File: src/hw/rtl/trsg_pkg.sv
package trsg_pkg;

   // Field and register widths
   localparam int COORD_BITS = 10;
   localparam int POINT_BITS = 11;
   localparam int SIZE_BITS  = 11;
   localparam int PCT_BITS   = 7;
   localparam int TIME_BITS  = 32;
   localparam int PROD_BITS  = SIZE_BITS + PCT_BITS;
   localparam int CALC_BITS  = ((COORD_BITS > POINT_BITS) ? COORD_BITS : POINT_BITS) + 2;
   localparam int WIDE_BITS  = POINT_BITS + 4;
   localparam int ADDR_BITS  = 5;
   localparam int DATA_BITS  = 32;

   // Gesture thresholds
   localparam int SWIPE_DOWN_MIN  = 40;
   localparam int HOME_MAX_MS     = 500;
   localparam int HOME_HEIGHT_DIV = 5;
   localparam int PERCENT         = 100;

   // Register reset values
   localparam logic [SIZE_BITS-1:0] RESET_WIDTH      = SIZE_BITS'(240);
   localparam logic [SIZE_BITS-1:0] RESET_HEIGHT     = SIZE_BITS'(320);
   localparam logic [PCT_BITS-1:0]  RESET_TOP_PCT    = PCT_BITS'(15);
   localparam logic [PCT_BITS-1:0]  RESET_BOTTOM_PCT = PCT_BITS'(75);

   typedef logic signed [POINT_BITS-1:0] point_type;
   typedef logic signed [CALC_BITS-1:0]  calc_type;

   typedef enum logic [1:0] {
      ROT_0   = 2'd0,
      ROT_90  = 2'd1,
      ROT_180 = 2'd2,
      ROT_270 = 2'd3
   } rotation_type;

   typedef enum logic [2:0] {
      REG_ROTATION      = 3'd0,
      REG_SCREEN_WIDTH  = 3'd1,
      REG_SCREEN_HEIGHT = 3'd2,
      REG_TOP_ZONE      = 3'd3,
      REG_BOTTOM_ZONE   = 3'd4
   } reg_index_type;

   // Clamp a transformed coordinate to the signed point range
   function automatic point_type sat_point(calc_type v);
      calc_type hi;
      calc_type lo;
      hi = calc_type'((2 ** (POINT_BITS - 1)) - 1);
      lo = -calc_type'(2 ** (POINT_BITS - 1));
      if (v > hi) begin
         return point_type'(hi);
      end else if (v < lo) begin
         return point_type'(lo);
      end
      return point_type'(v);
   endfunction

endpackage

File: src/hw/rtl/touch_rotation_and_swipe_gestures.sv
// Channel  Direction  Beat contents
// -------  ---------  ----------------------------------------------------------
// req      in         is_pressed, raw_x, raw_y, now_ms (one touch sample)
// rsp      out        pressed_out, point_x, point_y, home/swipe-down pulses
// apb      in/out     rotation, screen size, top and bottom zone percents
//
// One sample per cycle while rsp_ready is high: a sample is registered in the
// input register, then rotation, saturation and gesture compares land in the
// result register, which drives the rsp channel.
// Touch state updates as a sample moves to the result register, so the next
// sample always sees it. rsp_ready low with a full result register holds both
// registers; req_ready drops only in reset or when both are full and rsp_ready
// is low. Reset is synchronous and clears all control and touch state; the zone
// products are registered and follow register writes in the cycle after.
module touch_rotation_and_swipe_gestures (
   input  logic                                      clock,
   input  logic                                      reset,
   // sample channel
   input  logic                                      req_valid,
   output logic                                      req_ready,
   input  logic                                      req_is_pressed,
   input  logic [trsg_pkg::COORD_BITS-1:0]           req_raw_x,
   input  logic [trsg_pkg::COORD_BITS-1:0]           req_raw_y,
   input  logic [trsg_pkg::TIME_BITS-1:0]            req_now_ms,
   // result channel
   output logic                                      rsp_valid,
   input  logic                                      rsp_ready,
   output logic                                      rsp_pressed_out,
   output logic signed [trsg_pkg::POINT_BITS-1:0]    rsp_point_x,
   output logic signed [trsg_pkg::POINT_BITS-1:0]    rsp_point_y,
   output logic                                      rsp_home_gesture,
   output logic                                      rsp_swipe_down_left,
   output logic                                      rsp_swipe_down_right,
   // register port
   input  logic                                      psel,
   input  logic                                      penable,
   input  logic                                      pwrite,
   input  logic [trsg_pkg::ADDR_BITS-1:0]            paddr,
   input  logic [trsg_pkg::DATA_BITS-1:0]            pwdata,
   output logic [trsg_pkg::DATA_BITS-1:0]            prdata,
   output logic                                      pready
);
   import trsg_pkg::*;

   // Configuration registers
   rotation_type               rotation_ff;
   logic [SIZE_BITS-1:0]       screen_width_ff;
   logic [SIZE_BITS-1:0]       screen_height_ff;
   logic [PCT_BITS-1:0]        top_pct_ff;
   logic [PCT_BITS-1:0]        bottom_pct_ff;
   reg_index_type              reg_index;
   logic                       csr_write;

   // Derived zone values
   logic [SIZE_BITS-1:0]       eff_h_in, eff_h_ff;
   logic [PROD_BITS-1:0]       top_prod_in, top_prod_ff;
   logic [PROD_BITS-1:0]       bot_prod_in, bot_prod_ff;
   logic [SIZE_BITS-2:0]       half_w_ff;

   // Input register
   logic                       in_valid_ff;
   logic                       in_pressed_ff;
   logic [COORD_BITS-1:0]      in_raw_x_ff;
   logic [COORD_BITS-1:0]      in_raw_y_ff;
   logic [TIME_BITS-1:0]       in_now_ff;

   // Touch state
   logic                       touch_active_ff, touch_active_in;
   point_type                  start_y_ff, start_y_in;
   point_type                  last_y_ff, last_y_in;
   logic [TIME_BITS-1:0]       start_time_ff, start_time_in;
   point_type                  panel_start_x_ff, panel_start_x_in;
   logic                       panel_fired_ff, panel_fired_in;

   // Result register
   logic                       rsp_valid_ff;
   logic                       rsp_pressed_ff;
   point_type                  rsp_x_ff, rsp_x_in;
   point_type                  rsp_y_ff, rsp_y_in;
   logic                       rsp_home_ff, rsp_home_in;
   logic                       rsp_left_ff, rsp_left_in;
   logic                       rsp_right_ff, rsp_right_in;

   // Datapath
   logic                       advance;
   logic                       fire;
   calc_type                   w_c, h_c, rx_c, ry_c, tx_c, ty_c;
   point_type                  tx, ty;
   point_type                  psx, psy;
   logic                       fired_cur;
   logic [PROD_BITS-1:0]       top_lhs;
   logic [PROD_BITS-1:0]       low_lhs;
   logic signed [POINT_BITS:0] drop;
   logic signed [POINT_BITS:0] up;
   logic signed [WIDE_BITS-1:0] up5;
   logic [TIME_BITS-1:0]       elapsed;

   // Register port
   assign pready    = 1'b1;
   assign reg_index = reg_index_type'(paddr[ADDR_BITS-1:2]);
   assign csr_write = psel && penable && pwrite && pready;

   always_ff @(posedge clock) begin
      if (reset) begin
         rotation_ff      <= ROT_0;
         screen_width_ff  <= RESET_WIDTH;
         screen_height_ff <= RESET_HEIGHT;
         top_pct_ff       <= RESET_TOP_PCT;
         bottom_pct_ff    <= RESET_BOTTOM_PCT;
      end else if (csr_write) begin
         unique case (reg_index)
            REG_ROTATION:      rotation_ff      <= rotation_type'(pwdata[1:0]);
            REG_SCREEN_WIDTH:  screen_width_ff  <= pwdata[SIZE_BITS-1:0];
            REG_SCREEN_HEIGHT: screen_height_ff <= pwdata[SIZE_BITS-1:0];
            REG_TOP_ZONE:      top_pct_ff       <= pwdata[PCT_BITS-1:0];
            REG_BOTTOM_ZONE:   bottom_pct_ff    <= pwdata[PCT_BITS-1:0];
            default: begin
            end
         endcase
      end
   end

   // Read back the addressed register
   always_comb begin
      unique case (reg_index)
         REG_ROTATION:      prdata = DATA_BITS'(rotation_ff);
         REG_SCREEN_WIDTH:  prdata = DATA_BITS'(screen_width_ff);
         REG_SCREEN_HEIGHT: prdata = DATA_BITS'(screen_height_ff);
         REG_TOP_ZONE:      prdata = DATA_BITS'(top_pct_ff);
         REG_BOTTOM_ZONE:   prdata = DATA_BITS'(bottom_pct_ff);
         default:           prdata = '0;
      endcase
   end

   // Scale the zones by height ahead of the samples
   assign eff_h_in    = (rotation_ff == ROT_90 || rotation_ff == ROT_270) ?
                        screen_width_ff : screen_height_ff;
   assign top_prod_in = PROD_BITS'(eff_h_in) * PROD_BITS'(top_pct_ff);
   assign bot_prod_in = PROD_BITS'(eff_h_in) * PROD_BITS'(bottom_pct_ff);

   always_ff @(posedge clock) begin
      eff_h_ff    <= eff_h_in;
      top_prod_ff <= top_prod_in;
      bot_prod_ff <= bot_prod_in;
      half_w_ff   <= screen_width_ff[SIZE_BITS-1:1];
   end

   // Handshake: move a sample on whenever the result register frees up
   assign advance   = !rsp_valid_ff || rsp_ready;
   assign fire      = in_valid_ff && advance;
   assign req_ready = !reset && (!in_valid_ff || advance);

   always_ff @(posedge clock) begin
      if (reset) begin
         in_valid_ff <= 1'b0;
      end else if (req_valid && req_ready) begin
         in_valid_ff <= 1'b1;
      end else if (advance) begin
         in_valid_ff <= 1'b0;
      end
   end

   always_ff @(posedge clock) begin
      if (req_valid && req_ready) begin
         in_pressed_ff <= req_is_pressed;
         in_raw_x_ff   <= req_raw_x;
         in_raw_y_ff   <= req_raw_y;
         in_now_ff     <= req_now_ms;
      end
   end

   // Rotate the point by quarter turns
   assign w_c  = {{(CALC_BITS - SIZE_BITS){1'b0}}, screen_width_ff};
   assign h_c  = {{(CALC_BITS - SIZE_BITS){1'b0}}, screen_height_ff};
   assign rx_c = {{(CALC_BITS - COORD_BITS){1'b0}}, in_raw_x_ff};
   assign ry_c = {{(CALC_BITS - COORD_BITS){1'b0}}, in_raw_y_ff};

   always_comb begin
      unique case (rotation_ff)
         ROT_90: begin
            tx_c = ry_c;
            ty_c = w_c - calc_type'(1) - rx_c;
         end
         ROT_180: begin
            tx_c = w_c - calc_type'(1) - rx_c;
            ty_c = h_c - calc_type'(1) - ry_c;
         end
         ROT_270: begin
            tx_c = h_c - calc_type'(1) - ry_c;
            ty_c = rx_c;
         end
         ROT_0: begin
            tx_c = rx_c;
            ty_c = ry_c;
         end
      endcase
   end

   assign tx = sat_point(tx_c);
   assign ty = sat_point(ty_c);

   // Start values as seen by this sample
   assign psx       = touch_active_ff ? panel_start_x_ff : tx;
   assign psy       = touch_active_ff ? start_y_ff : ty;
   assign fired_cur = touch_active_ff && panel_fired_ff;

   // Swipe-down: start above the top line and move down far enough
   assign top_lhs = PROD_BITS'(psy[POINT_BITS-2:0]) * PROD_BITS'(PERCENT) +
                    PROD_BITS'(PERCENT);
   assign drop    = {ty[POINT_BITS-1], ty} - {psy[POINT_BITS-1], psy};

   // Home: start below the bottom line, move up far enough, finish quickly
   assign low_lhs = PROD_BITS'(start_y_ff[POINT_BITS-2:0]) * PROD_BITS'(PERCENT);
   assign up      = {start_y_ff[POINT_BITS-1], start_y_ff} -
                    {last_y_ff[POINT_BITS-1], last_y_ff};
   assign up5     = WIDE_BITS'(up) * WIDE_BITS'(HOME_HEIGHT_DIV);
   assign elapsed = in_now_ff - start_time_ff;

   always_comb begin
      touch_active_in  = touch_active_ff;
      start_y_in       = start_y_ff;
      last_y_in        = last_y_ff;
      start_time_in    = start_time_ff;
      panel_start_x_in = panel_start_x_ff;
      panel_fired_in   = panel_fired_ff;
      rsp_x_in         = '0;
      rsp_y_in         = '0;
      rsp_home_in      = 1'b0;
      rsp_left_in      = 1'b0;
      rsp_right_in     = 1'b0;
      if (in_pressed_ff) begin
         rsp_x_in         = tx;
         rsp_y_in         = ty;
         touch_active_in  = 1'b1;
         start_y_in       = psy;
         panel_start_x_in = psx;
         panel_fired_in   = fired_cur;
         last_y_in        = ty;
         if (!touch_active_ff) begin
            start_time_in = in_now_ff;
         end
         if (!fired_cur && !psy[POINT_BITS-1] && (top_lhs <= top_prod_ff) &&
             (drop > $signed((POINT_BITS + 1)'(SWIPE_DOWN_MIN)))) begin
            panel_fired_in = 1'b1;
            if (psx < $signed({1'b0, half_w_ff})) begin
               rsp_left_in = 1'b1;
            end else begin
               rsp_right_in = 1'b1;
            end
         end
      end else begin
         if (touch_active_ff && !start_y_ff[POINT_BITS-1]) begin
            rsp_home_in = (low_lhs > bot_prod_ff) &&
                          (up5 > $signed({{(WIDE_BITS - SIZE_BITS){1'b0}}, eff_h_ff})) &&
                          (elapsed < TIME_BITS'(HOME_MAX_MS));
            start_y_in       = '1;
            last_y_in        = '1;
            panel_start_x_in = '1;
         end
         touch_active_in = 1'b0;
      end
   end

   // Commit touch state as the sample moves to the result register
   always_ff @(posedge clock) begin
      if (reset) begin
         touch_active_ff  <= 1'b0;
         start_y_ff       <= '1;
         last_y_ff        <= '1;
         start_time_ff    <= '0;
         panel_start_x_ff <= '0;
         panel_fired_ff   <= 1'b0;
      end else if (fire) begin
         touch_active_ff  <= touch_active_in;
         start_y_ff       <= start_y_in;
         last_y_ff        <= last_y_in;
         start_time_ff    <= start_time_in;
         panel_start_x_ff <= panel_start_x_in;
         panel_fired_ff   <= panel_fired_in;
      end
   end

   // Result register
   always_ff @(posedge clock) begin
      if (reset) begin
         rsp_valid_ff <= 1'b0;
      end else if (advance) begin
         rsp_valid_ff <= in_valid_ff;
      end
   end

   always_ff @(posedge clock) begin
      if (fire) begin
         rsp_pressed_ff <= in_pressed_ff;
         rsp_x_ff       <= rsp_x_in;
         rsp_y_ff       <= rsp_y_in;
         rsp_home_ff    <= rsp_home_in;
         rsp_left_ff    <= rsp_left_in;
         rsp_right_ff   <= rsp_right_in;
      end
   end

   assign rsp_valid            = rsp_valid_ff;
   assign rsp_pressed_out      = rsp_pressed_ff;
   assign rsp_point_x          = rsp_x_ff;
   assign rsp_point_y          = rsp_y_ff;
   assign rsp_home_gesture     = rsp_home_ff;
   assign rsp_swipe_down_left  = rsp_left_ff;
   assign rsp_swipe_down_right = rsp_right_ff;

endmodule
File: config.mk
export PLATFORM = sky130hd
export DESIGN_NAME = touch_rotation_and_swipe_gestures
export DESIGN_NICKNAME = d
export VERILOG_FILES = /design/src/hw/rtl/trsg_pkg.sv /design/src/hw/rtl/touch_rotation_and_swipe_gestures.sv
export SDC_FILE = /design/constraint.sdc
export NUM_CORES = 1
export LEC_CHECK = 0
export BUFFER_PORTS_ARGS = -buffer_cell sky130_fd_sc_hd__buf_4
export CAP_MARGIN = 20
export CORE_UTILIZATION = 24
export CTS_CLUSTER_SIZE = 12
export DETAILED_ROUTE_END_ITERATION = 10
export PLACE_DENSITY = 0.36
export SETUP_SLACK_MARGIN = 0.3
export SLEW_MARGIN = 10
export SYNTH_ARGS = -nofsm -noshare
export SYNTH_HDL_FRONTEND = slang
export SYNTH_SLANG_ARGS = --single-unit
File: constraint.sdc
create_clock -name clock -period 11.3 [get_ports clock]
set_clock_uncertainty 0.15 [all_clocks]
set_input_delay 1.13 -clock clock [delete_from_list [all_inputs] [get_ports clock]]
set_output_delay 1.13 -clock clock [all_outputs]
set_load 0.02 [all_outputs]
==> results of run 1 <==
how the worst max path moves through the flow:
stage,startpoint,to,cells past startpoint,slack (ps)
finish,screen_height_ff[2]$_SDFFE_PP0P_,rsp_swipe_down_left$_SDFFCE_PN0P_,37,1260
global route,screen_width_ff[2]$_SDFFE_PP0P_,rsp_swipe_down_right$_SDFFCE_PN0P_,38,630
CTS,screen_height_ff[2]$_SDFFE_PP0P_,rsp_swipe_down_left$_SDFFCE_PN0P_,37,1270
detailed placement,screen_height_ff[2]$_SDFFE_PP0P_,rsp_swipe_down_left$_SDFFCE_PN0P_,37,1320
global placement,screen_height_ff[2]$_SDFFE_PP0P_,rsp_swipe_down_right$_SDFFCE_PN0P_,39,1450
floorplan,screen_height_ff[2]$_SDFFE_PP0P_,rsp_swipe_down_right$_SDFFCE_PN0P_,40,3100
area by class of cell:
class / instances / area, µm² / area share, %
Multi-Input combinational cell: 1769 / 14200 / 57.6
Inverter: 325 / 1220 / 4.95
Tap cell: 1165 / 1460 / 5.92
Clock buffer: 44 / 908 / 3.69
Timing Repair Buffer: 128 / 981 / 3.98
Clock inverter: 18 / 223 / 0.904
Sequential cell: 243 / 5660 / 23.0
worst max-delay path: cells and delay by family (launching register included):
family / cells / cell delay [ps]
compound gates: 16 / 4350
fa+ha+maj: 7 / 2290
xor+xnor: 4 / 740
flops: 1 / 400
simple gates: 10 / 1950
synth_stat cells, drive strengths merged, types with 4 or more instances:
cell	number
inv	325
ha	283
nand2	276
a21oi	174
dfxtp	164
nor2	146
fa	109
xnor2	85
edfxtp	79
clkbuf	71
o21ai	71
and2	59
xor2	49
nand2b	43
nor2b	41
a21o	34
o22ai	33
buf	31
o21a	29
nor3	27
mux2i	24
a211oi	23
nand3	21
mux4	19
o21bai	19
mux2	16
nand4	16
a211o	11
and3	10
a22oi	9
a31oi	9
nand3b	9
or3	9
nor4	8
o211ai	8
o31ai	7
a21boi	6
o31a	6
o2111ai	5
a2111oi	4
o41ai	4
or4	4
metal layers:
| layer | share of wire, % | global-route usage, % | wire length, µm | vias to the layer above |
|---|---|---|---|---|
| met5 | 0 | 0 | 0 | - |
| met4 | 2.0 | 3.20 | 1230 | 0 |
| met3 | 4.0 | 2.01 | 2510 | 69 |
| met2 | 46 | 22.5 | 28400 | 304 |
| met1 | 48 | 18.8 | 30000 | 8015 |
| li1 | - | - | - | 8345 |
state kept, by name, summed over array words and instances, names as in the netlist, 2 cells and up:
register	cells
in_now_ff	32
start_time_ff	32
bot_prod_ff	18
top_prod_ff	18
eff_h_ff	11
last_y_ff	11
panel_start_x_ff	11
rsp_point_x	11
rsp_point_y	11
screen_height_ff	11
screen_width_ff	11
start_y_ff	11
half_w_ff	10
in_raw_x_ff	10
in_raw_y_ff	10
bottom_pct_ff	7
top_pct_ff	7
rotation_ff	2
cell families (layout without fill, tap and decap cells):
family / after synthesis / in the layout / share of synthesized area (%)
fa+ha+maj: 392 / 392 / 26.7
compound gates: 479 / 479 / 14.5
flops: 243 / 243 / 26.4
xor+xnor: 134 / 134 / 5.47
other cells: 2 / 22 / 0.0350
buf+inv: 427 / 515 / 7.93
simple gates: 683 / 683 / 15.1
mux: 59 / 59 / 3.99
power breakdown:
group,switching [mW],internal [mW]
combinational,0.545,0.410
clock,0.439,0.666
sequential,0.0220,0.936
stage by stage:
stage	setup slack, ps	utilization [%]	cells	power (mW)	hold slack, ps
detailed placement	1320	26.6	3630	1.93	297
finish	1260	27.8	3692	3.02	304
CTS	1270	27.8	3692	3.08	304
global route	627	27.8	3692	3.24	321
global placement	1450	26.5	3629	1.92	292
floorplan	3100	-	2439	1.68	176
==> flow_metrics.py, run 1 <==
metrics = {
    "power_and_ir_drop": {
        "p_leak_nw": 10.9,
        "p_per_area_nw_per_um2": 123,
        "ir_worst_vdd_mv": 0.0752,
    },
    "timing": {
        "worstMarginPinSlew_ps": 943,
        "hold_viol_final": 0,
        "fin_crit_ps": 10040,
        "fmax_ghz": 0.0996,
        "slew_headroom_pct": 37.0,
        "rsz0062_at_grt": "no",
        "finalCritPeriodShare_pct": 88.9,
        "setup_viol": 0,
        "finalSetupTns_ps": 0,
        "drv_slew": 0,
    },
    "global_route": {
        "grt_pass1_vias": 16800,
        "grt_pass1_wl_um": 96800,
        "grt_max_degree": 67,
        "grt_antenna_before_repair": 3,
        "grt_use_total_pct": 13.7,
        "overflow": 0,
    },
    "floorplan": {
        "initial_core_util_pct": 24.2,
        "dieArea_um2": 90600,
        "die_w_um": 301,
        "die_y_um": 301,
        "core_area_um2": 88500,
        "ioPinCount": 158,
        "num_rows": 109,
    },
    "synth": {
        "netlist.area_leader.share_pct": 16.5,
        "synth_edf_count": 79,
        "ys.flop_type": "dfxtp_1",
        "ys_async_sr_fraction_pct": 0,
        "synth_cells": 2419,
        "synth.area.top_cells": "ha_1 17%, dfxtp_1 15%, edfxtp_1 11%",
        "yosysWarningCount": 0,
        "synth_area_um2": 21500,
        "synth_cell_types": 90,
        "yosys_register_bits": 243,
        "syn_avg_cell_area_um2": 8.87,
        "synth-seq-area-share_pct": 26.4,
        "yosysTopAreaCell": "ha_1",
    },
    "cells_and_area": {
        "nets": 2990,
        "final_layout_size_suffix_gt1_share_pct": 10.0,
        "fin_area_um2": 24600,
        "mostFrequentLayoutCells": "323 x inv_1, 283 x ha_1, 276 x nand2_1",
        "fillers": 9462,
        "antenna_cells": 0,
        "syn_to_final_growth_pct": 14.8,
        "layout_commonest_cell": "inv_1",
    },
    "outcome": {
        "outcome": "complete, but fails checks",
        "violations": "DRC",
    },
    "detailed_routing": {
        "routed_wl_um": 62100,
        "num_vias": 16700,
        "ant_nets": 0,
        "drc": 20,
        "vias_per_cell": 4.53,
        "detail_route.iter0.violations": 786,
        "first_pass_iters": 8,
        "routedWlPerCell_um": 16.8,
    },
    "clock_network": {
        "clockRootBuffer": "clkbuf_16",
        "numCtsBuffers": 34,
        "post_cts_buffers": 0,
        "cts_buffer_depth": 3,
        "clock_sinks": 243,
        "cts-resized-gates": 0,
        "insertion_delay_ps": 540,
        "clk_pin_slew_ps": 60,
        "cts_tree": "yes",
        "cts_hold_buf": 0,
        "htreeDepth": 2,
    },
    "min_path": {
        "min_to": "start_time_ff[30]$_SDFFE_PP0P_",
        "worstHoldStart": "start_time_ff[30]$_SDFFE_PP0P_",
        "holdPathStages": 2,
        "hp-class": "register to register",
    },
    "place": {
        "io_buffers": 112,
        "gp_congestion": 0.821,
        "hpwl_um": 48500,
        "dpl-instance-area_um2": 23500,
    },
    "job": {
        "cap_violations": 0,
    },
    "critical_path": {
        "r2r-start": "screen_height_ff[2]$_SDFFE_PP0P_",
        "reg2reg_depth": 37,
        "slowest_delay_ps": 700,
        "critPathKind": "register to register",
        "ff2ff_setup_slack_ps": 1260,
        "critPathSlowestCell": "o21ai_1",
        "required_ps": 11520,
        "cp.arrival_ps": 10270,
        "critical_path.max_fanout": 11,
        "cp-end-kind": "register",
        "rr_endpoint": "rsp_swipe_down_left$_SDFFCE_PN0P_",
        "cpMostUsedCell": "ha_1",
        "crit_path_start_kind": "register",
    },
}
Power figures use the tool's default switching activity.
==> run 2: changes to the inputs <==
Settings changed: CORE_MARGIN from default to 2, CORE_UTILIZATION 24 to 45, PLACE_DENSITY 0.36 to 0.59, RECOVER_POWER from default to 50.
==> run 2 against run 1 <==
Effect of this change:
- the run ends with capacitance limit, slew limit left
- routed wire length shrank 15%
- critical endpoint unchanged
- via count grew 0.86%
- clock-buffer cell count decreased by 6
- power fell by 6.7%
- largest power group is now sequential cells
- die area decreased by 45%
- global-route usage up 7.8 points
- core utilization increased by 22 points
- critical path depth grew 3
- setup slack improved by 290 ps
- clock power down 17%
- first-iteration DRC count rose by 18%
- largest cell class unchanged
==> flow_metrics.py, run 2 (synthesis gave the netlist of run 1 again) <==
metrics = {
    "timing": {
        "finalSetupTns_ps": 0,
        "drv_slew": 134,
        "fmax_ghz": 0.103,
        "setup_viol": 0,
        "worstMarginPinSlew_ps": 3940,
        "slew_headroom_pct": -163,
        "rsz0062_at_grt": "no",
        "fin_crit_ps": 9750,
        "worst_slack_ps": 1550,
        "finalCritPeriodShare_pct": 86.3,
        "hold_viol_final": 0,
    },
    "critical_path": {
        "cpMostUsedCell": "ha_1",
        "slowest_delay_ps": 560,
        "critical_path.max_fanout": 11,
        "cp.arrival_ps": 9990,
        "crit_path_start_kind": "register",
        "critPathTopFamily": "compound AO/OA/AOI/OAI gates",
        "required_ps": 11540,
        "critPathSlowestCell": "o21ai_1",
        "critPathKind": "register to register",
        "path_buf_inv": 0,
        "cp-end-kind": "register",
    },
    "clock_network": {
        "cts_hold_buf": 0,
        "cts_buffer_depth": 3,
        "cts-resized-gates": 0,
        "clk_pin_slew_ps": 60,
        "insertion_delay_ps": 580,
        "clock_sinks": 243,
        "clockRootBuffer": "clkbuf_16",
        "htreeDepth": 1,
        "cts_tree": "yes",
        "post_cts_buffers": 0,
        "numCtsBuffers": 30,
    },
    "cells_and_area": {
        "reg.largest.list": "in_now_ff: 32 flops, start_time_ff: 32 flops",
        "syn_to_final_growth_pct": 9.98,
        "final_layout_size_suffix_gt1_share_pct": 8.23,
        "fin_util_pct": 49.7,
        "layout_commonest_cell": "inv_1",
        "mostFrequentLayoutCells": "323 x inv_1, 283 x ha_1, 276 x nand2_1",
        "fin_area_um2": 23600,
        "nets": 2980,
    },
    "floorplan": {
        "dieArea_um2": 49400,
        "num_rows": 80,
        "die_y_um": 222,
        "ioPinCount": 158,
        "core_area_um2": 47400,
        "initial_core_util_pct": 45.2,
        "die_w_um": 222,
    },
    "detailed_routing": {
        "drc": 0,
        "vias_per_cell": 5.39,
        "ant_nets": 0,
        "routed_wl_um": 52800,
        "routedWlPerCell_um": 16.9,
        "first_pass_iters": 5,
        "num_vias": 16900,
        "detail_route.iter0.violations": 931,
    },
    "global_route": {
        "grt_pass1_wl_um": 86600,
        "overflow": 0,
        "grt_use_total_pct": 21.5,
        "grt_antenna_before_repair": 0,
        "grt_pass1_vias": 17000,
        "grt_max_degree": 90,
    },
    "power_and_ir_drop": {
        "power_mw": 2.82,
        "p_leak_nw": 10.7,
        "ir_worst_vdd_mv": 0.115,
        "p_per_area_nw_per_um2": 119,
    },
    "place": {
        "dpl-instance-area_um2": 22700,
        "pre_cts_ws_ps": 1710,
        "gp_congestion": 0.875,
        "io_buffers": 112,
        "hpwl_um": 40900,
    },
    "outcome": {
        "outcome": "complete, but fails checks",
        "violations": "capacitance limit, slew limit",
    },
    "job": {
        "cap_violations": 2,
    },
    "min_path": {
        "hp-class": "register to register",
    },
}
-- run 2: per-stage QoR --
| step | hold slack, ps | cells |
|---|---|---|
| finish | 303 | 3130 |
| global route | 325 | 3129 |
| CTS | 305 | 3129 |
| detailed placement | 297 | 3074 |
| global placement | 292 | 3074 |
| floorplan | 176 | 2439 |
-- run 2: where the power goes --
| group | leakage (nW) | total (mW) | internal, mW | switching [mW] |
|---|---|---|---|---|
| logic | 8.17 | 0.936 | 0.408 | 0.529 |
| registers | 2.08 | 0.959 | 0.937 | 0.0227 |
| clock network | 0.463 | 0.920 | 0.531 | 0.389 |
| total | 10.7 | 2.82 | 1.88 | 0.940 |
-- run 2: worst min-delay path, stage by stage (launching register included) --
cell and delay (ps):
dfxtp_1 300, nand2_1 50, a21oi_1 50
-- run 2: final cells by class --
type                       count  area, µm²
sequential                   243       5660
inverter                     325       1220
fill                        4555      23800
tap                          615        769
clock inverter                17        119
antenna                        1       2.50
timing repair buffer         122        833
multi-input combinational   1769      14200
clock buffer                  38        816
-- run 2: layer usage --
metal	up-vias	track usage [%]	wire length, µm
met2	334	37.2	25200
met1	8160	28.0	23600
met4	0	6.21	1500
met5	-	0	0
met3	78	2.91	2480
li1	8305	-	-
-- run 2: path summary, 6_finish.rpt --
| path | cells past startpoint | start | to | slack, ps |
|---|---|---|---|---|
| setup / recovery | 40 | screen_width_ff[2]$_SDFFE_PP0P_ | rsp_swipe_down_left$_SDFFCE_PN0P_ | 1550 |
| hold / removal | 2 | start_time_ff[10]$_SDFFE_PP0P_ | start_time_ff[10]$_SDFFE_PP0P_ | 300 |
| setup reg to reg | 40 | screen_width_ff[2]$_SDFFE_PP0P_ | rsp_swipe_down_left$_SDFFCE_PN0P_ | 1550 |
| hold reg to reg | 2 | start_time_ff[10]$_SDFFE_PP0P_ | start_time_ff[10]$_SDFFE_PP0P_ | 300 |
==> run 3: changes to the inputs <==
Settings changed: RECOVER_POWER 50 to 100.
==> run 3 against run 2 <==
Effect of this change:
- the run still ends with capacitance limit, slew limit left
- die area stayed put
- cell count is the same
- fmax shrank 4.1%
- cell area shrank 0.61%
- worst hold slack got worse by 0.50 ps
- sequential power about the same
- critical path depth fell by 2
- flip-flop and latch count unchanged
- global-route usage unchanged
- routed wire length down 0.13%
- non-clock buffer count unchanged
- critical path type unchanged
- critical endpoint unchanged
- highest routed layer unchanged
==> flow_metrics.py, run 3 (synthesis gave the netlist of run 1 again) <==
metrics = {
    "power_and_ir_drop": {
        "p_per_area_nw_per_um2": 120,
        "comb_power_share_pct": 33.1,
        "p_leak_nw": 10.6,
        "seq_power_share_pct": 34.2,
        "ir_worst_vdd_mv": 0.116,
        "power.internal_mw": 1.87,
        "switching_power_mw": 0.937,
        "clkPwrFrac_pct": 32.7,
        "netSwitchingFraction_pct": 33.4,
    },
    "outcome": {
        "outcome": "complete, but fails checks",
        "violations": "capacitance limit, slew limit",
    },
    "global_route": {
        "grt_pass1_vias": 17000,
        "grt_max_degree": 90,
        "grt_use_total_pct": 21.5,
        "overflow": 0,
        "grt_pass1_wl_um": 86600,
        "grt_antenna_before_repair": 0,
    },
    "critical_path": {
        "critPathKind": "register to register",
        "cp-end-kind": "register",
        "critPathSlowestCell": "o22ai_1",
        "cp.arrival_ps": 10400,
        "slowest_delay_ps": 770,
        "critical_path.max_fanout": 11,
        "crit_path_start_kind": "register",
        "required_ps": 11540,
    },
    "timing": {
        "drv_slew": 209,
        "worstMarginPinSlew_ps": 3900,
        "slew_headroom_pct": -160,
        "rsz0062_at_grt": "no",
        "fin_crit_ps": 10160,
        "finalSetupTns_ps": 0,
        "finalCritPeriodShare_pct": 89.9,
        "fmax_ghz": 0.0984,
        "hold_viol_final": 0,
        "setup_viol": 0,
    },
    "floorplan": {
        "num_rows": 80,
        "dieArea_um2": 49400,
        "die_w_um": 222,
        "initial_core_util_pct": 45.2,
        "die_y_um": 222,
        "core_area_um2": 47400,
        "ioPinCount": 158,
    },
    "cells_and_area": {
        "final_layout_size_suffix_gt1_share_pct": 6.56,
        "syn_to_final_growth_pct": 9.31,
        "layout_commonest_cell": "inv_1",
        "nets": 2980,
        "mostFrequentLayoutCells": "323 x inv_1, 283 x ha_1, 276 x nand2_1",
        "reg.largest.list": "in_now_ff: 32 flops, start_time_ff: 32 flops",
        "fin_util_pct": 49.4,
    },
    "detailed_routing": {
        "routedWlPerCell_um": 16.8,
        "first_pass_iters": 5,
        "vias_per_cell": 5.39,
        "detail_route.iter0.violations": 902,
        "num_vias": 16900,
        "ant_nets": 0,
        "routed_wl_um": 52700,
        "drc": 0,
    },
    "clock_network": {
        "post_cts_buffers": 0,
        "clk_pin_slew_ps": 60,
        "clock_sinks": 243,
        "htreeDepth": 1,
        "cts_buffer_depth": 3,
        "numCtsBuffers": 30,
        "cts-resized-gates": 0,
        "cts_hold_buf": 0,
        "clockRootBuffer": "clkbuf_16",
        "cts_tree": "yes",
        "insertion_delay_ps": 580,
    },
    "place": {
        "gp_congestion": 0.875,
        "io_buffers": 112,
        "hpwl_um": 40900,
    },
    "min_path": {
        "hp-class": "register to register",
    },
    "job": {
        "cap_violations": 4,
    },
}
-- run 3: worst paths after layout --
kind | slack [ps] | end | from | depth (start not counted)
max | 1140 | rsp_swipe_down_left$_SDFFCE_PN0P_ | screen_height_ff[2]$_SDFFE_PP0P_ | 38
min | 300 | start_time_ff[10]$_SDFFE_PP0P_ | start_time_ff[10]$_SDFFE_PP0P_ | 2
max reg2reg | 1140 | rsp_swipe_down_left$_SDFFCE_PN0P_ | screen_height_ff[2]$_SDFFE_PP0P_ | 38
min reg2reg | 300 | start_time_ff[10]$_SDFFE_PP0P_ | start_time_ff[10]$_SDFFE_PP0P_ | 2
-- run 3: critical path, delay by kind of cell, from the launching register on --
kind | cells | cell delay (ps)
compound gates | 15 | 3640
simple gates | 12 | 2550
fa+ha+maj | 7 | 2390
xor+xnor | 3 | 470
mux | 1 | 410
flops | 1 | 390
-- run 3: layout make-up --
| type | instances | area (µm²) |
|---|---|---|
| multi-input cells | 1769 | 14100 |
| clock inverters | 17 | 119 |
| fillers | 4587 | 24000 |
| repair buffers | 122 | 732 |
| well taps | 615 | 769 |
| clock buffers | 38 | 816 |
| inverters | 325 | 1220 |
| diodes | 1 | 2.50 |
| flip-flops and latches | 243 | 5660 |
-- run 3: power groups by stage --
stage / Sequential, mW / Clock (mW) / Combinational, mW
floorplan: 0.972 / 0 / 0.707
global placement: 0.978 / 0 / 0.896
detailed placement: 0.978 / 0 / 0.929
CTS: 0.959 / 0.940 / 0.941
global route: 0.963 / 0.976 / 1.05
finish: 0.959 / 0.919 / 0.929
-- run 3: through the flow --
step | std cells | hold WS (ps) | total power [mW] | worst slack, ps | area (µm²)
2_1_floorplan | 2439 | 176 | 1.68 | 3100 | 21500
5_1_grt | 3129 | 325 | 2.99 | 408 | 23500
4_1_cts | 3129 | 305 | 2.84 | 1640 | 23700
6_report | 3130 | 303 | 2.81 | 1140 | 23500
3_3_place_gp | 3074 | 292 | 1.87 | 1850 | 22700
3_5_place_dp | 3074 | 297 | 1.91 | 1710 | 22700
-- run 3: per-layer routing --
layer  track usage (%)  share of wire (%)  up-vias
met5                 0                  0        -
met4              6.21                3.0        0
met3              2.91                4.1       82
met2              37.2                 48      310
met1              28.0                 45     8166
li1                  -                  -     8309
